===== src/design/dvf_pkg.sv =====
// ============================================================================
// DXTC vertical flip remapper - shared package
// Types, codes and block permutation functions shared by the flip remapper.
// ============================================================================
package dvf_pkg;

    // Block format codes, as held in the format register.
    localparam logic [1:0] FMT_DXT1 = 2'd0;
    localparam logic [1:0] FMT_DXT3 = 2'd1;
    localparam logic [1:0] FMT_DXT5 = 2'd2;
    localparam logic [1:0] FMT_NONE = 2'd3;

    // Configuration register indexes.
    localparam int unsigned CFG_INDEX_W = 3;
    localparam logic [CFG_INDEX_W-1:0] REG_BLOCK_FORMAT = 3'd0;
    localparam logic [CFG_INDEX_W-1:0] REG_IMAGE_WIDTH  = 3'd1;
    localparam logic [CFG_INDEX_W-1:0] REG_IMAGE_HEIGHT = 3'd2;
    localparam logic [CFG_INDEX_W-1:0] REG_LEVEL_COUNT  = 3'd3;
    localparam logic [CFG_INDEX_W-1:0] REG_TOTAL_BLOCKS = 3'd4;
    localparam int unsigned CFG_DATA_W = 25;

    // Field widths.
    localparam int unsigned DIM_W   = 15;
    localparam int unsigned LEVEL_W = 4;
    localparam int unsigned BLOCK_W = 25;
    localparam int unsigned POS_W   = 12;

    // Largest legal dimension and level count; block positions wrap at 2^BLOCK_W.
    localparam logic [DIM_W-1:0]   MAX_DIM    = 15'd16384;
    localparam logic [LEVEL_W-1:0] MAX_LEVELS = 4'd15;

    // Depth of the queue between the front and back ends.
    localparam int unsigned QUEUE_DEPTH = 2;

    // How a block is treated.
    typedef enum logic [1:0] {
        MODE_PASS = 2'd0,
        MODE_HALF = 2'd1,
        MODE_FULL = 2'd2
    } t_flip_mode;

    // Good level counter states.
    typedef enum logic [1:0] {
        CNT_IDLE  = 2'd0,
        CNT_CHECK = 2'd1,
        CNT_MUL   = 2'd2,
        CNT_TEST  = 2'd3
    } t_cnt_state;

    typedef struct packed {
        logic [63:0] block_low;
        logic [63:0] block_high;
    } t_in_item;

    typedef struct packed {
        logic [63:0]        flipped_low;
        logic [63:0]        flipped_high;
        logic [BLOCK_W-1:0] dest_index;
        logic               was_changed;
        logic [LEVEL_W-1:0] good_levels;
    } t_out_item;

    // Status of the good level counter, seen by the front end.
    typedef struct packed {
        logic               busy;
        logic [LEVEL_W-1:0] good_levels;
    } t_count_status;

    // One classified block, waiting for the back end.
    typedef struct packed {
        t_flip_mode         mode;
        logic [1:0]         fmt;
        logic [63:0]        lo;
        logic [63:0]        hi;
        logic               changed;
        logic [LEVEL_W-1:0] good_levels;
        logic [BLOCK_W-1:0] stream_pos;
        logic [BLOCK_W-1:0] level_base;
        logic [POS_W-1:0]   row_rev;
        logic [POS_W:0]     blocks_per_row;
        logic [POS_W-1:0]   column;
    } t_work;

    typedef struct packed {
        logic [63:0] lo;
        logic [63:0] hi;
    } t_block_pair;

    // Color half: reverse the four row bytes.
    function automatic logic [63:0] colour_full(input logic [63:0] x);
        return {x[39:32], x[47:40], x[55:48], x[63:56], x[31:0]};
    endfunction

    // Color half: swap rows 0 and 1 only.
    function automatic logic [63:0] colour_half(input logic [63:0] x);
        return {x[63:48], x[39:32], x[47:40], x[31:0]};
    endfunction

    // Explicit alpha: reverse the four 16-bit rows.
    function automatic logic [63:0] alpha4_full(input logic [63:0] x);
        return {x[15:0], x[31:16], x[47:32], x[63:48]};
    endfunction

    function automatic logic [63:0] alpha4_half(input logic [63:0] x);
        return {x[63:32], x[15:0], x[31:16]};
    endfunction

    // Interpolated alpha: 12-bit rows packed in two 24-bit pairs.
    function automatic logic [63:0] alpha3_full(input logic [63:0] x);
        return {x[27:16], x[39:28], x[51:40], x[63:52], x[15:0]};
    endfunction

    function automatic logic [63:0] alpha3_half(input logic [63:0] x);
        return {x[63:40], x[27:16], x[39:28], x[15:0]};
    endfunction

    // Apply the flip that the mode and format call for.
    function automatic t_block_pair flip_block(input t_flip_mode mode, input logic [1:0] fmt,
                                               input logic [63:0] lo, input logic [63:0] hi);
        t_block_pair res;
        res.lo = lo;
        res.hi = hi;
        case (mode)
            MODE_HALF: begin
                case (fmt)
                    FMT_DXT1: res.lo = colour_half(lo);
                    FMT_DXT3: begin
                        res.lo = alpha4_half(lo);
                        res.hi = colour_half(hi);
                    end
                    FMT_DXT5: begin
                        res.lo = alpha3_half(lo);
                        res.hi = colour_half(hi);
                    end
                    default: ;
                endcase
            end
            MODE_FULL: begin
                case (fmt)
                    FMT_DXT1: res.lo = colour_full(lo);
                    FMT_DXT3: begin
                        res.lo = alpha4_full(lo);
                        res.hi = colour_full(hi);
                    end
                    FMT_DXT5: begin
                        res.lo = alpha3_full(lo);
                        res.hi = colour_full(hi);
                    end
                    default: ;
                endcase
            end
            default: ;
        endcase
        return res;
    endfunction

endpackage


===== src/design/dvf_level_counter.sv =====
// ============================================================================
// DXTC vertical flip remapper - good level counter
// Walks the mip chain once per restart, one level per pass through the multiply
// and test states, and finds how many levels fit in the blocks present.
// ============================================================================
module dvf_level_counter (
    input  logic                        i_clk,
    input  logic                        i_rst_n,
    input  logic                        i_start,
    input  logic [1:0]                  i_block_format,
    input  logic [dvf_pkg::DIM_W-1:0]   i_image_width,
    input  logic [dvf_pkg::DIM_W-1:0]   i_image_height,
    input  logic [dvf_pkg::LEVEL_W-1:0] i_level_count,
    input  logic [dvf_pkg::BLOCK_W-1:0] i_total_blocks,
    output dvf_pkg::t_count_status      o_status
);

    dvf_pkg::t_cnt_state r_state, n_state;
    logic [dvf_pkg::DIM_W-1:0]   r_w, n_w, r_h, n_h;
    logic [dvf_pkg::BLOCK_W-1:0] r_used, n_used;
    logic [25:0]                 r_blocks, n_blocks;
    logic [dvf_pkg::LEVEL_W-1:0] r_lvl, n_lvl, r_levels, n_levels, r_result, n_result;

    logic        w_bad;
    logic [15:0] w_wsum, w_hsum;
    logic [26:0] w_total_used;
    logic        w_over;

    // Configurations that give no good level at all.
    always_comb begin
        w_bad = (i_block_format == dvf_pkg::FMT_NONE)
             || (i_image_width == '0) || (i_image_height == '0)
             || ((i_image_height & (i_image_height - 15'd1)) != '0)
             || (i_image_width > dvf_pkg::MAX_DIM)
             || (i_image_height > dvf_pkg::MAX_DIM);
    end

    // Blocks of the current level, and whether they still fit.
    assign w_wsum       = {1'b0, r_w} + 16'd3;
    assign w_hsum       = {1'b0, r_h} + 16'd3;
    assign w_total_used = {2'b0, r_used} + {1'b0, r_blocks};
    assign w_over       = w_total_used > {2'b0, i_total_blocks};

    // Next state.
    always_comb begin
        n_state = r_state;
        case (r_state)
            dvf_pkg::CNT_IDLE:  n_state = dvf_pkg::CNT_IDLE;
            dvf_pkg::CNT_CHECK: n_state = w_bad ? dvf_pkg::CNT_IDLE : dvf_pkg::CNT_MUL;
            dvf_pkg::CNT_MUL: begin
                n_state = (r_lvl == r_levels) ? dvf_pkg::CNT_IDLE : dvf_pkg::CNT_TEST;
            end
            dvf_pkg::CNT_TEST: begin
                n_state = (w_over || r_h == 15'd1) ? dvf_pkg::CNT_IDLE : dvf_pkg::CNT_MUL;
            end
            default: n_state = dvf_pkg::CNT_IDLE;
        endcase
        if (i_start) begin
            n_state = dvf_pkg::CNT_CHECK;
        end
    end

    // Walk registers.
    always_comb begin
        n_w      = r_w;
        n_h      = r_h;
        n_used   = r_used;
        n_blocks = r_blocks;
        n_lvl    = r_lvl;
        n_levels = r_levels;
        n_result = r_result;
        case (r_state)
            dvf_pkg::CNT_CHECK: begin
                n_w      = i_image_width;
                n_h      = i_image_height;
                n_used   = '0;
                n_lvl    = '0;
                n_levels = (i_level_count > dvf_pkg::MAX_LEVELS) ? dvf_pkg::MAX_LEVELS
                                                                  : i_level_count;
                if (w_bad) begin
                    n_result = '0;
                end
            end
            dvf_pkg::CNT_MUL: begin
                n_blocks = w_wsum[14:2] * w_hsum[14:2];
                if (r_lvl == r_levels) begin
                    n_result = r_levels;
                end
            end
            dvf_pkg::CNT_TEST: begin
                if (w_over) begin
                    n_result = r_lvl;
                end else if (r_h == 15'd1) begin
                    n_result = r_levels;
                end else begin
                    n_used = w_total_used[dvf_pkg::BLOCK_W-1:0];
                    n_w    = (r_w[14:1] != '0) ? {1'b0, r_w[14:1]} : 15'd1;
                    n_h    = (r_h[14:1] != '0) ? {1'b0, r_h[14:1]} : 15'd1;
                    n_lvl  = r_lvl + 4'd1;
                end
            end
            default: ;
        endcase
    end

    // Status outputs.
    always_comb begin
        o_status.busy        = (r_state != dvf_pkg::CNT_IDLE);
        o_status.good_levels = r_result;
    end

    always_ff @(posedge i_clk) begin
        if (!i_rst_n) begin
            r_state  <= dvf_pkg::CNT_IDLE;
            r_result <= '0;
        end else begin
            r_state  <= n_state;
            r_result <= n_result;
        end
    end

    always_ff @(posedge i_clk) begin
        r_w      <= n_w;
        r_h      <= n_h;
        r_used   <= n_used;
        r_blocks <= n_blocks;
        r_lvl    <= n_lvl;
        r_levels <= n_levels;
    end

endmodule


===== src/design/dvf_front.sv =====
// ============================================================================
// DXTC vertical flip remapper - front end
// Accepts input beats, classifies each block against the current mip level
// and keeps the stream, level, row and column counters.
// ============================================================================
module dvf_front (
    input  logic                        i_clk,
    input  logic                        i_rst_n,
    input  logic                        i_restart,
    input  logic [dvf_pkg::DIM_W-1:0]   i_start_width,
    input  logic [dvf_pkg::DIM_W-1:0]   i_start_height,
    input  logic [1:0]                  i_block_format,
    input  dvf_pkg::t_count_status      i_status,
    input  logic                        i_in_valid,
    output logic                        o_in_ready,
    input  dvf_pkg::t_in_item           i_in_data,
    input  logic                        i_q_ready,
    output logic                        o_push,
    output dvf_pkg::t_work              o_work
);

    logic [dvf_pkg::BLOCK_W-1:0] r_pos, n_pos, r_base, n_base;
    logic [dvf_pkg::LEVEL_W-1:0] r_level, n_level;
    logic [dvf_pkg::DIM_W-1:0]   r_mw, n_mw, r_mh, n_mh;
    logic [dvf_pkg::POS_W-1:0]   r_col, n_col, r_row, n_row;

    logic        w_changed;
    logic [15:0] w_wsum, w_hsum;
    logic [13:0] w_bpr, w_bpc, w_col_inc, w_row_inc, w_row_rev;
    logic [dvf_pkg::BLOCK_W-1:0] w_pos_inc;
    dvf_pkg::t_flip_mode w_mode;

    assign w_changed = r_level < i_status.good_levels;
    assign w_wsum    = {1'b0, r_mw} + 16'd3;
    assign w_hsum    = {1'b0, r_mh} + 16'd3;
    assign w_bpr     = w_wsum[15:2];
    assign w_bpc     = w_hsum[15:2];
    assign w_col_inc = {2'b0, r_col} + 14'd1;
    assign w_row_inc = {2'b0, r_row} + 14'd1;
    assign w_row_rev = w_bpc - 14'd1 - {2'b0, r_row};
    assign w_pos_inc = r_pos + 25'd1;

    // Hold off input while the level count is being worked out, during a restart, or while the queue is full.
    assign o_in_ready = !i_status.busy && !i_restart && i_q_ready;
    assign o_push     = i_in_valid && o_in_ready;

    // Classify the block.
    always_comb begin
        if (!w_changed) begin
            w_mode = dvf_pkg::MODE_PASS;
        end else if (r_mh == 15'd2) begin
            w_mode = dvf_pkg::MODE_HALF;
        end else if (r_mh > 15'd2) begin
            w_mode = dvf_pkg::MODE_FULL;
        end else begin
            w_mode = dvf_pkg::MODE_PASS;
        end
    end

    always_comb begin
        o_work.mode           = w_mode;
        o_work.fmt            = i_block_format;
        o_work.lo             = i_in_data.block_low;
        o_work.hi             = (i_block_format == dvf_pkg::FMT_DXT1) ? 64'd0
                                                                      : i_in_data.block_high;
        o_work.changed        = w_changed;
        o_work.good_levels    = i_status.good_levels;
        o_work.stream_pos     = r_pos;
        o_work.level_base     = r_base;
        o_work.row_rev        = w_row_rev[dvf_pkg::POS_W-1:0];
        o_work.blocks_per_row = w_bpr[dvf_pkg::POS_W:0];
        o_work.column         = r_col;
    end

    // Position counters. A level starts where the stream stood when it began.
    always_comb begin
        n_pos   = r_pos;
        n_base  = r_base;
        n_level = r_level;
        n_mw    = r_mw;
        n_mh    = r_mh;
        n_col   = r_col;
        n_row   = r_row;
        if (i_restart) begin
            n_pos   = '0;
            n_base  = '0;
            n_level = '0;
            n_mw    = i_start_width;
            n_mh    = i_start_height;
            n_col   = '0;
            n_row   = '0;
        end else if (o_push) begin
            n_pos = w_pos_inc;
            if (w_changed) begin
                n_col = w_col_inc[dvf_pkg::POS_W-1:0];
                if (w_col_inc >= w_bpr) begin
                    n_col = '0;
                    n_row = w_row_inc[dvf_pkg::POS_W-1:0];
                    if (w_row_inc >= w_bpc) begin
                        n_row   = '0;
                        n_base  = w_pos_inc;
                        n_level = r_level + 4'd1;
                        n_mw    = (r_mw[14:1] != '0) ? {1'b0, r_mw[14:1]} : 15'd1;
                        n_mh    = (r_mh[14:1] != '0) ? {1'b0, r_mh[14:1]} : 15'd1;
                    end
                end
            end
        end
    end

    always_ff @(posedge i_clk) begin
        if (!i_rst_n) begin
            r_pos   <= '0;
            r_base  <= '0;
            r_level <= '0;
            r_mw    <= '0;
            r_mh    <= '0;
            r_col   <= '0;
            r_row   <= '0;
        end else begin
            r_pos   <= n_pos;
            r_base  <= n_base;
            r_level <= n_level;
            r_mw    <= n_mw;
            r_mh    <= n_mh;
            r_col   <= n_col;
            r_row   <= n_row;
        end
    end

endmodule


===== src/design/dvf_queue.sv =====
// ============================================================================
// DXTC vertical flip remapper - work queue
// Short first-in first-out queue of classified blocks between the front
// and back ends.
// ============================================================================
module dvf_queue (
    input  logic           i_clk,
    input  logic           i_rst_n,
    input  logic           i_push,
    input  dvf_pkg::t_work i_data,
    output logic           o_ready,
    output logic           o_valid,
    input  logic           i_pop,
    output dvf_pkg::t_work o_data
);

    localparam int unsigned PTR_W = (dvf_pkg::QUEUE_DEPTH > 1) ? $clog2(dvf_pkg::QUEUE_DEPTH) : 1;
    localparam int unsigned CNT_W = $clog2(dvf_pkg::QUEUE_DEPTH + 1);
    localparam logic [CNT_W-1:0] DEPTH = CNT_W'(dvf_pkg::QUEUE_DEPTH);
    localparam logic [PTR_W-1:0] LAST  = PTR_W'(dvf_pkg::QUEUE_DEPTH - 1);

    dvf_pkg::t_work r_mem [dvf_pkg::QUEUE_DEPTH];
    logic [PTR_W-1:0] r_wr, n_wr, r_rd, n_rd;
    logic [CNT_W-1:0] r_count, n_count;
    logic w_push, w_pop;

    assign o_ready = (r_count != DEPTH);
    assign o_valid = (r_count != '0);
    assign o_data  = r_mem[r_rd];
    assign w_push  = i_push && o_ready;
    assign w_pop   = i_pop && o_valid;

    // Pointer and fill bookkeeping.
    always_comb begin
        n_wr    = r_wr;
        n_rd    = r_rd;
        n_count = r_count;
        if (w_push) begin
            n_wr = (r_wr == LAST) ? '0 : r_wr + PTR_W'(1);
        end
        if (w_pop) begin
            n_rd = (r_rd == LAST) ? '0 : r_rd + PTR_W'(1);
        end
        if (w_push && !w_pop) begin
            n_count = r_count + CNT_W'(1);
        end else if (w_pop && !w_push) begin
            n_count = r_count - CNT_W'(1);
        end
    end

    always_ff @(posedge i_clk) begin
        if (!i_rst_n) begin
            r_wr    <= '0;
            r_rd    <= '0;
            r_count <= '0;
        end else begin
            r_wr    <= n_wr;
            r_rd    <= n_rd;
            r_count <= n_count;
        end
    end

    // Entry storage.
    always_ff @(posedge i_clk) begin
        if (w_push) begin
            r_mem[r_wr] <= i_data;
        end
    end

endmodule


===== src/design/dvf_back.sv =====
// ============================================================================
// DXTC vertical flip remapper - back end
// Two-stage pipeline: permutes the block and forms the row offset product,
// then adds up the destination index into the output register.
// ============================================================================
module dvf_back (
    input  logic                i_clk,
    input  logic                i_rst_n,
    input  logic                i_q_valid,
    input  dvf_pkg::t_work      i_q_data,
    output logic                o_q_pop,
    output logic                o_out_valid,
    input  logic                i_out_ready,
    output dvf_pkg::t_out_item  o_out_data
);

    logic                        r_s1_valid;
    dvf_pkg::t_block_pair        r_s1_blk;
    logic [dvf_pkg::BLOCK_W-1:0] r_s1_prod, r_s1_base_col, r_s1_pos;
    logic                        r_s1_full, r_s1_changed;
    logic [dvf_pkg::LEVEL_W-1:0] r_s1_good;

    logic                        r_out_valid;
    dvf_pkg::t_out_item          r_out;

    logic w_s1_ready, w_s2_ready;
    logic [dvf_pkg::BLOCK_W-1:0] w_dest;

    assign w_s2_ready = !r_out_valid || i_out_ready;
    assign w_s1_ready = !r_s1_valid || w_s2_ready;
    assign o_q_pop    = i_q_valid && w_s1_ready;

    // Stage 1: permutation and reversed-row product.
    always_ff @(posedge i_clk) begin
        if (!i_rst_n) begin
            r_s1_valid <= 1'b0;
        end else if (w_s1_ready) begin
            r_s1_valid <= i_q_valid;
        end
    end

    always_ff @(posedge i_clk) begin
        if (o_q_pop) begin
            r_s1_blk      <= dvf_pkg::flip_block(i_q_data.mode, i_q_data.fmt,
                                                 i_q_data.lo, i_q_data.hi);
            r_s1_prod     <= i_q_data.row_rev * i_q_data.blocks_per_row;
            r_s1_base_col <= i_q_data.level_base
                           + {{(dvf_pkg::BLOCK_W-dvf_pkg::POS_W){1'b0}}, i_q_data.column};
            r_s1_pos      <= i_q_data.stream_pos;
            r_s1_full     <= (i_q_data.mode == dvf_pkg::MODE_FULL);
            r_s1_changed  <= i_q_data.changed;
            r_s1_good     <= i_q_data.good_levels;
        end
    end

    // Stage 2: destination index; full flips reverse the block rows.
    assign w_dest = r_s1_full ? (r_s1_base_col + r_s1_prod) : r_s1_pos;

    always_ff @(posedge i_clk) begin
        if (!i_rst_n) begin
            r_out_valid <= 1'b0;
        end else if (w_s2_ready) begin
            r_out_valid <= r_s1_valid;
        end
    end

    always_ff @(posedge i_clk) begin
        if (r_s1_valid && w_s2_ready) begin
            r_out.flipped_low  <= r_s1_blk.lo;
            r_out.flipped_high <= r_s1_blk.hi;
            r_out.dest_index   <= w_dest;
            r_out.was_changed  <= r_s1_changed;
            r_out.good_levels  <= r_s1_good;
        end
    end

    assign o_out_valid = r_out_valid;
    assign o_out_data  = r_out;

endmodule


===== src/design/dxtc_vertical_flip_remapper_core.sv =====
// ============================================================================
// DXTC vertical flip remapper - top level
// Holds the configuration registers and ties the level counter, front end,
// work queue and back end together.
// ============================================================================
// An accepted block passes through the queue, the permute stage and the output
// register, in that order. Throughput: one block per cycle while the output is
// ready and no good level count is being walked, set by the single-pass
// back-end pipeline. After a write to a known configuration index the input is
// held off while the good level count is walked.
// Reset: format unsupported, all dimensions and counts zero, stream restarted.
module dxtc_vertical_flip_remapper_core (
    input  logic                            i_clk,
    input  logic                            i_rst_n,
    input  logic                            i_cfg_valid,
    output logic                            o_cfg_ready,
    input  logic [dvf_pkg::CFG_INDEX_W-1:0] i_cfg_index,
    input  logic [dvf_pkg::CFG_DATA_W-1:0]  i_cfg_data,
    input  logic                            i_in_valid,
    output logic                            o_in_ready,
    input  dvf_pkg::t_in_item               i_in_data,
    output logic                            o_out_valid,
    input  logic                            i_out_ready,
    output dvf_pkg::t_out_item              o_out_data
);

    logic [1:0]                  r_block_format, n_block_format;
    logic [dvf_pkg::DIM_W-1:0]   r_image_width, n_image_width;
    logic [dvf_pkg::DIM_W-1:0]   r_image_height, n_image_height;
    logic [dvf_pkg::LEVEL_W-1:0] r_level_count, n_level_count;
    logic [dvf_pkg::BLOCK_W-1:0] r_total_blocks, n_total_blocks;
    logic                        w_cfg_fire, w_restart;

    dvf_pkg::t_count_status w_status;
    dvf_pkg::t_work         w_push_work, w_q_work;
    logic                   w_push, w_q_ready, w_q_valid, w_q_pop;

    assign o_cfg_ready = 1'b1;
    assign w_cfg_fire  = i_cfg_valid && o_cfg_ready;

    // Register writes; a known index restarts the stream.
    always_comb begin
        n_block_format = r_block_format;
        n_image_width  = r_image_width;
        n_image_height = r_image_height;
        n_level_count  = r_level_count;
        n_total_blocks = r_total_blocks;
        w_restart      = 1'b0;
        if (w_cfg_fire) begin
            w_restart = 1'b1;
            case (i_cfg_index)
                dvf_pkg::REG_BLOCK_FORMAT: n_block_format = i_cfg_data[1:0];
                dvf_pkg::REG_IMAGE_WIDTH:  n_image_width  = i_cfg_data[dvf_pkg::DIM_W-1:0];
                dvf_pkg::REG_IMAGE_HEIGHT: n_image_height = i_cfg_data[dvf_pkg::DIM_W-1:0];
                dvf_pkg::REG_LEVEL_COUNT:  n_level_count  = i_cfg_data[dvf_pkg::LEVEL_W-1:0];
                dvf_pkg::REG_TOTAL_BLOCKS: n_total_blocks = i_cfg_data[dvf_pkg::BLOCK_W-1:0];
                default: w_restart = 1'b0;
            endcase
        end
    end

    always_ff @(posedge i_clk) begin
        if (!i_rst_n) begin
            r_block_format <= dvf_pkg::FMT_NONE;
            r_image_width  <= '0;
            r_image_height <= '0;
            r_level_count  <= '0;
            r_total_blocks <= '0;
        end else begin
            r_block_format <= n_block_format;
            r_image_width  <= n_image_width;
            r_image_height <= n_image_height;
            r_level_count  <= n_level_count;
            r_total_blocks <= n_total_blocks;
        end
    end

    dvf_level_counter u_counter (
        .i_clk          (i_clk),
        .i_rst_n        (i_rst_n),
        .i_start        (w_restart),
        .i_block_format (r_block_format),
        .i_image_width  (r_image_width),
        .i_image_height (r_image_height),
        .i_level_count  (r_level_count),
        .i_total_blocks (r_total_blocks),
        .o_status       (w_status)
    );

    dvf_front u_front (
        .i_clk          (i_clk),
        .i_rst_n        (i_rst_n),
        .i_restart      (w_restart),
        .i_start_width  (n_image_width),
        .i_start_height (n_image_height),
        .i_block_format (r_block_format),
        .i_status       (w_status),
        .i_in_valid     (i_in_valid),
        .o_in_ready     (o_in_ready),
        .i_in_data      (i_in_data),
        .i_q_ready      (w_q_ready),
        .o_push         (w_push),
        .o_work         (w_push_work)
    );

    dvf_queue u_queue (
        .i_clk   (i_clk),
        .i_rst_n (i_rst_n),
        .i_push  (w_push),
        .i_data  (w_push_work),
        .o_ready (w_q_ready),
        .o_valid (w_q_valid),
        .i_pop   (w_q_pop),
        .o_data  (w_q_work)
    );

    dvf_back u_back (
        .i_clk       (i_clk),
        .i_rst_n     (i_rst_n),
        .i_q_valid   (w_q_valid),
        .i_q_data    (w_q_work),
        .o_q_pop     (w_q_pop),
        .o_out_valid (o_out_valid),
        .i_out_ready (i_out_ready),
        .o_out_data  (o_out_data)
    );

endmodule

===== config.mk =====
export PLATFORM = sky130hd
export DESIGN_NAME = dxtc_vertical_flip_remapper_core
export DESIGN_NICKNAME = d
export VERILOG_FILES = /design/src/design/dvf_pkg.sv /design/src/design/dvf_level_counter.sv /design/src/design/dvf_front.sv /design/src/design/dvf_queue.sv /design/src/design/dvf_back.sv /design/src/design/dxtc_vertical_flip_remapper_core.sv
export SDC_FILE = /design/constraint.sdc
export NUM_CORES = 2
export LEC_CHECK = 0
export BUFFER_PORTS_ARGS = -buffer_cell sky130_fd_sc_hd__buf_2
export CAP_MARGIN = 20
export CORE_MARGIN = 2
export CORE_UTILIZATION = 55
export CTS_CLUSTER_SIZE = 40
export DETAILED_ROUTE_END_ITERATION = 10
export GPL_TIMING_DRIVEN = 1
export PLACE_DENSITY = 0.79
export SKIP_CTS_REPAIR_TIMING = 1
export SYNTH_ARGS = -nofsm -noshare
export SYNTH_HDL_FRONTEND = slang
export SYNTH_SLANG_ARGS = --single-unit

===== constraint.sdc =====
create_clock -name i_clk -period 22.4 [get_ports i_clk]
set_clock_uncertainty 0.1 [all_clocks]
set_input_delay 4.48 -clock i_clk [delete_from_list [all_inputs] [get_ports i_clk]]
set_output_delay 4.48 -clock i_clk [all_outputs]
set_load 0.01 [all_outputs]

==> results.cfg <==
[floorplan]
chipHeight_um = 328.8
coreArea_um2 = 105000
die_w_um = 328.8
rows = 119
start_util_pct = 55.27
die_area_um2 = 108100
ios = 322

[setup_path]
worstPathBufferInverterCount = 3
crit_path_end_kind = output pin
worstSetupPathType = in -> out
critPathArrivalTime_ns = 5.84
required_ns = 17.82
cpPeakStageDelay_ns = 0.43
startpoint_type = primary input
cpMaxStageDelayCell = nor2_1
crit_chain = buf_2, o21ai_0, and2_1, buf_4, nor2_1, buf_2
cpMostUsedCell = buf_2
path_delay_family = simple AND/OR/NAND/NOR gates
path_max_fanout = 31

[route]
drt-total-wl_um = 136900
vias = 38375
viasPerCell = 5.779
avgRoutedWirePerCell_um = 20.62
ant_nets = 0
first_pass_iters = 8
drc = 0
drt_iter0_drc = 3802

[synth]
synth-seq-area-share_pct = 53.07
yosys-top-cells-area = edfxtp_1 47%, fa_1 8.1%, dfxtp_1 6.3%
synth_area_um2 = 58020
ys_ff_latch = 1086
synthXorXnorAreaFrac_pct = 3.714
ys.flop_type = edfxtp_1
yosys.area.top_type = edfxtp_1
muxShareOfSynthArea_pct = 6.179
yosysTopAreaCellShare_pct = 46.79
syn_avg_cell_area_um2 = 11.94
synth_top_family_by_area = adder cells
synth_fa_ha_area_share_pct = 14.01
syn-num-nets = 5526
synth_edf_count = 904
synth_cell_type_count = 80
synth-simple-area-share_pct = 10.77
async_flop_share_pct = 0
yosysWarnings = 0
synth_compound_area_share_pct = 8.053
postSynthCellCount = 4858

[cells_and_area]
drive_above_1_share_pct = 14.78
layout_commonest_cell = edfxtp_1
layout_common_cells = 904 x edfxtp_1, 564 x nand2_1, 454 x inv_1, 320 x buf_2, 271 x ha_1
fin_nets = 5821
multi_input_area_um2 = 24840
nFillCells = 8038
syn2layout_area_growth_pct = 11.52
seq_area_um2 = 30790

[timing]
period_share_pct = 46.51
fin_ws_ns = 11.98
period_needed_ns = 10.42
rsz0062_at_grt = false
fin_tns_setup_ns = 0
hold_viol = 0
fmax_mhz = 95.99
tightest_slew_ns = 1.145
slew_headroom_pct = 23.39
slew_viol_final = 0
setup_viol_count_final = 0

[hold_path]
worstHoldPathType = reg -> reg

[placement]
gp_congestion = 0.9428
place_ws_ns = 11.92
io_buffers = 320
hpwl_um = 98040

[pwr]
switchingPower_mw = 3.637
p_clk_share_pct = 18.9
switching_share_pct = 38.19
cell_internal_pwr_mw = 5.887
p_per_area_nw_per_um2 = 147.2
power_leakage_nw = 25.28
seq_power_share_pct = 32.0
p_comb_share_pct = 49.1
vdd_drop_max_uv = 447.7

[grt]
grt_pass1_vias = 37862
grt_util_all_layers_pct = 25.13
grt_pass1_wl_um = 211800
grt_antenna_before_repair = 6
overflow = 0
grt_max_degree = 85

[cts]
cts_buffer_depth = 3
htreeDepth = 3
cts_tree = built
insertion_delay_ns = 0.70
cts.sinks = 1086
cts_made_buffers = 108
cts_root_buffer = clkbuf_16
clk_pin_slew_ns = 0.06

[outcome]
status = complete, no violations

[flow_run]
drv_cap = 0
==> Yosys cell counts (8+ instances only) <==
library cell	count
a211oi_1	40
a21boi_0	35
a21o_1	39
a21oi_1	185
a222oi_1	21
a22oi_1	32
a31oi_1	30
and2_1	48
and3_1	64
and4_1	10
buf_1	18
buf_2	16
clkbuf_1	146
dfxtp_1	182
edfxtp_1	904
fa_1	235
ha_1	272
inv_1	455
mux2_2	201
mux2i_1	132
nand2_1	565
nand2b_1	35
nand3_1	70
nand3b_1	10
nand4_1	20
nor2_1	257
nor2b_1	135
nor3_1	27
nor4_1	18
o2111ai_1	10
o21a_1	31
o21ai_0	108
o21bai_1	8
o22ai_1	86
o31ai_1	18
or2_2	10
or3_1	27
or4_1	12
xnor2_1	145
xor2_1	101
==> worst paths after layout <==
check / start / to / slack, ns / cells past startpoint
max: i_cfg_index[0] / o_in_ready / 11.98 / 6
min: u_back.r_s1_blk[26] / u_back.o_out_data[56] / 0.30 / 0
max reg2reg: flop / u_back.r_s1_prod[23] / 14.21 / 22
min reg2reg: u_back.r_s1_blk[26] / u_back.o_out_data[56] / 0.30 / 0
==> per-layer routing <==
| layer | wire length [um] | track usage [%] | vias to the layer above |
|---|---|---|---|
| met2 | 66040 | 41.45 | 1497 |
| met5 | 0 | 0 | - |
| met3 | 9339 | 3.522 | 245 |
| met4 | 4522 | 8.984 | 0 |
| met1 | 56990 | 34.12 | 18909 |
| li1 | - | - | 17724 |
==> power groups by stage <==
stage / clock network, mW / registers [mW] / logic (mW)
floorplan: 0 / 3.14 / 3.50
global placement: 0 / 3.07 / 4.54
detailed placement: 0 / 3.09 / 4.63
CTS: 1.83 / 3.05 / 4.70
global route: 1.91 / 3.08 / 5.24
finish: 1.80 / 3.05 / 4.68
==> sequential cells by signal, indices dropped and copies added, names as in the netlist, 26 cells and up, named ones only <==
signal              flops
u_queue.r_mem         448
u_back.o_out_data     158
u_back.r_s1_blk       128
u_counter.r_blocks     26
==> worst register-to-register path, cell delays in order (launching register included) <==
cell,delay [ns]
dfxtp_4,0.87
buf_4,0.79
buf_4,0.84
mux2_2,0.46
nand2_1,0.12
fa_1,0.52
fa_1,0.54
inv_1,0.06
fa_1,0.54
inv_1,0.05
fa_1,0.48
inv_1,0.05
fa_1,0.44
ha_1,0.34
and2_1,0.18
nand2_1,0.06
o31ai_1,0.29
o221ai_1,0.27
o31a_1,0.37
a31oi_1,0.21
a21o_1,0.16
a21oi_1,0.07
xnor2_1,0.12
==> metrics by stage <==
step                      std cells  power, mW  utilization (%)  area (um^2)  hold WS, ns
after floorplan                4858      6.631                -        58020       0.3003
after global placement         6430      7.614            58.14        61030       0.3005
after detailed placement       6431      7.725            58.15        61040       0.3045
after CTS                      6633      9.579            61.59        64650       0.2988
after global routing           6639      10.23            61.63        64700       0.3150
final                          6640      9.524            61.64        64700       0.3001
==> final cells by class <==
| type | instances | area share [%] |
|---|---|---|
| Multi-Input combinational cell | 3133 | 38.40 |
| Clock inverter | 68 | 1.081 |
| Inverter | 456 | 2.657 |
| Antenna cell | 4 | 0.01547 |
| Tap cell | 1391 | 2.690 |
| Sequential cell | 1086 | 47.59 |
| Clock buffer | 134 | 4.488 |
| Timing Repair Buffer | 368 | 3.075 |
==> logic make-up after synthesis <==
| logic type | Yosys count |
|---|---|
| mux | 333 |
| flops | 1086 |
| simple gates | 1328 |
| compound gates | 716 |
| other cells | 1 |
| buf+inv | 639 |
| fa+ha+maj | 509 |
| xor+xnor | 246 |
No activity file was read; power rests on OpenSTA's default activity.
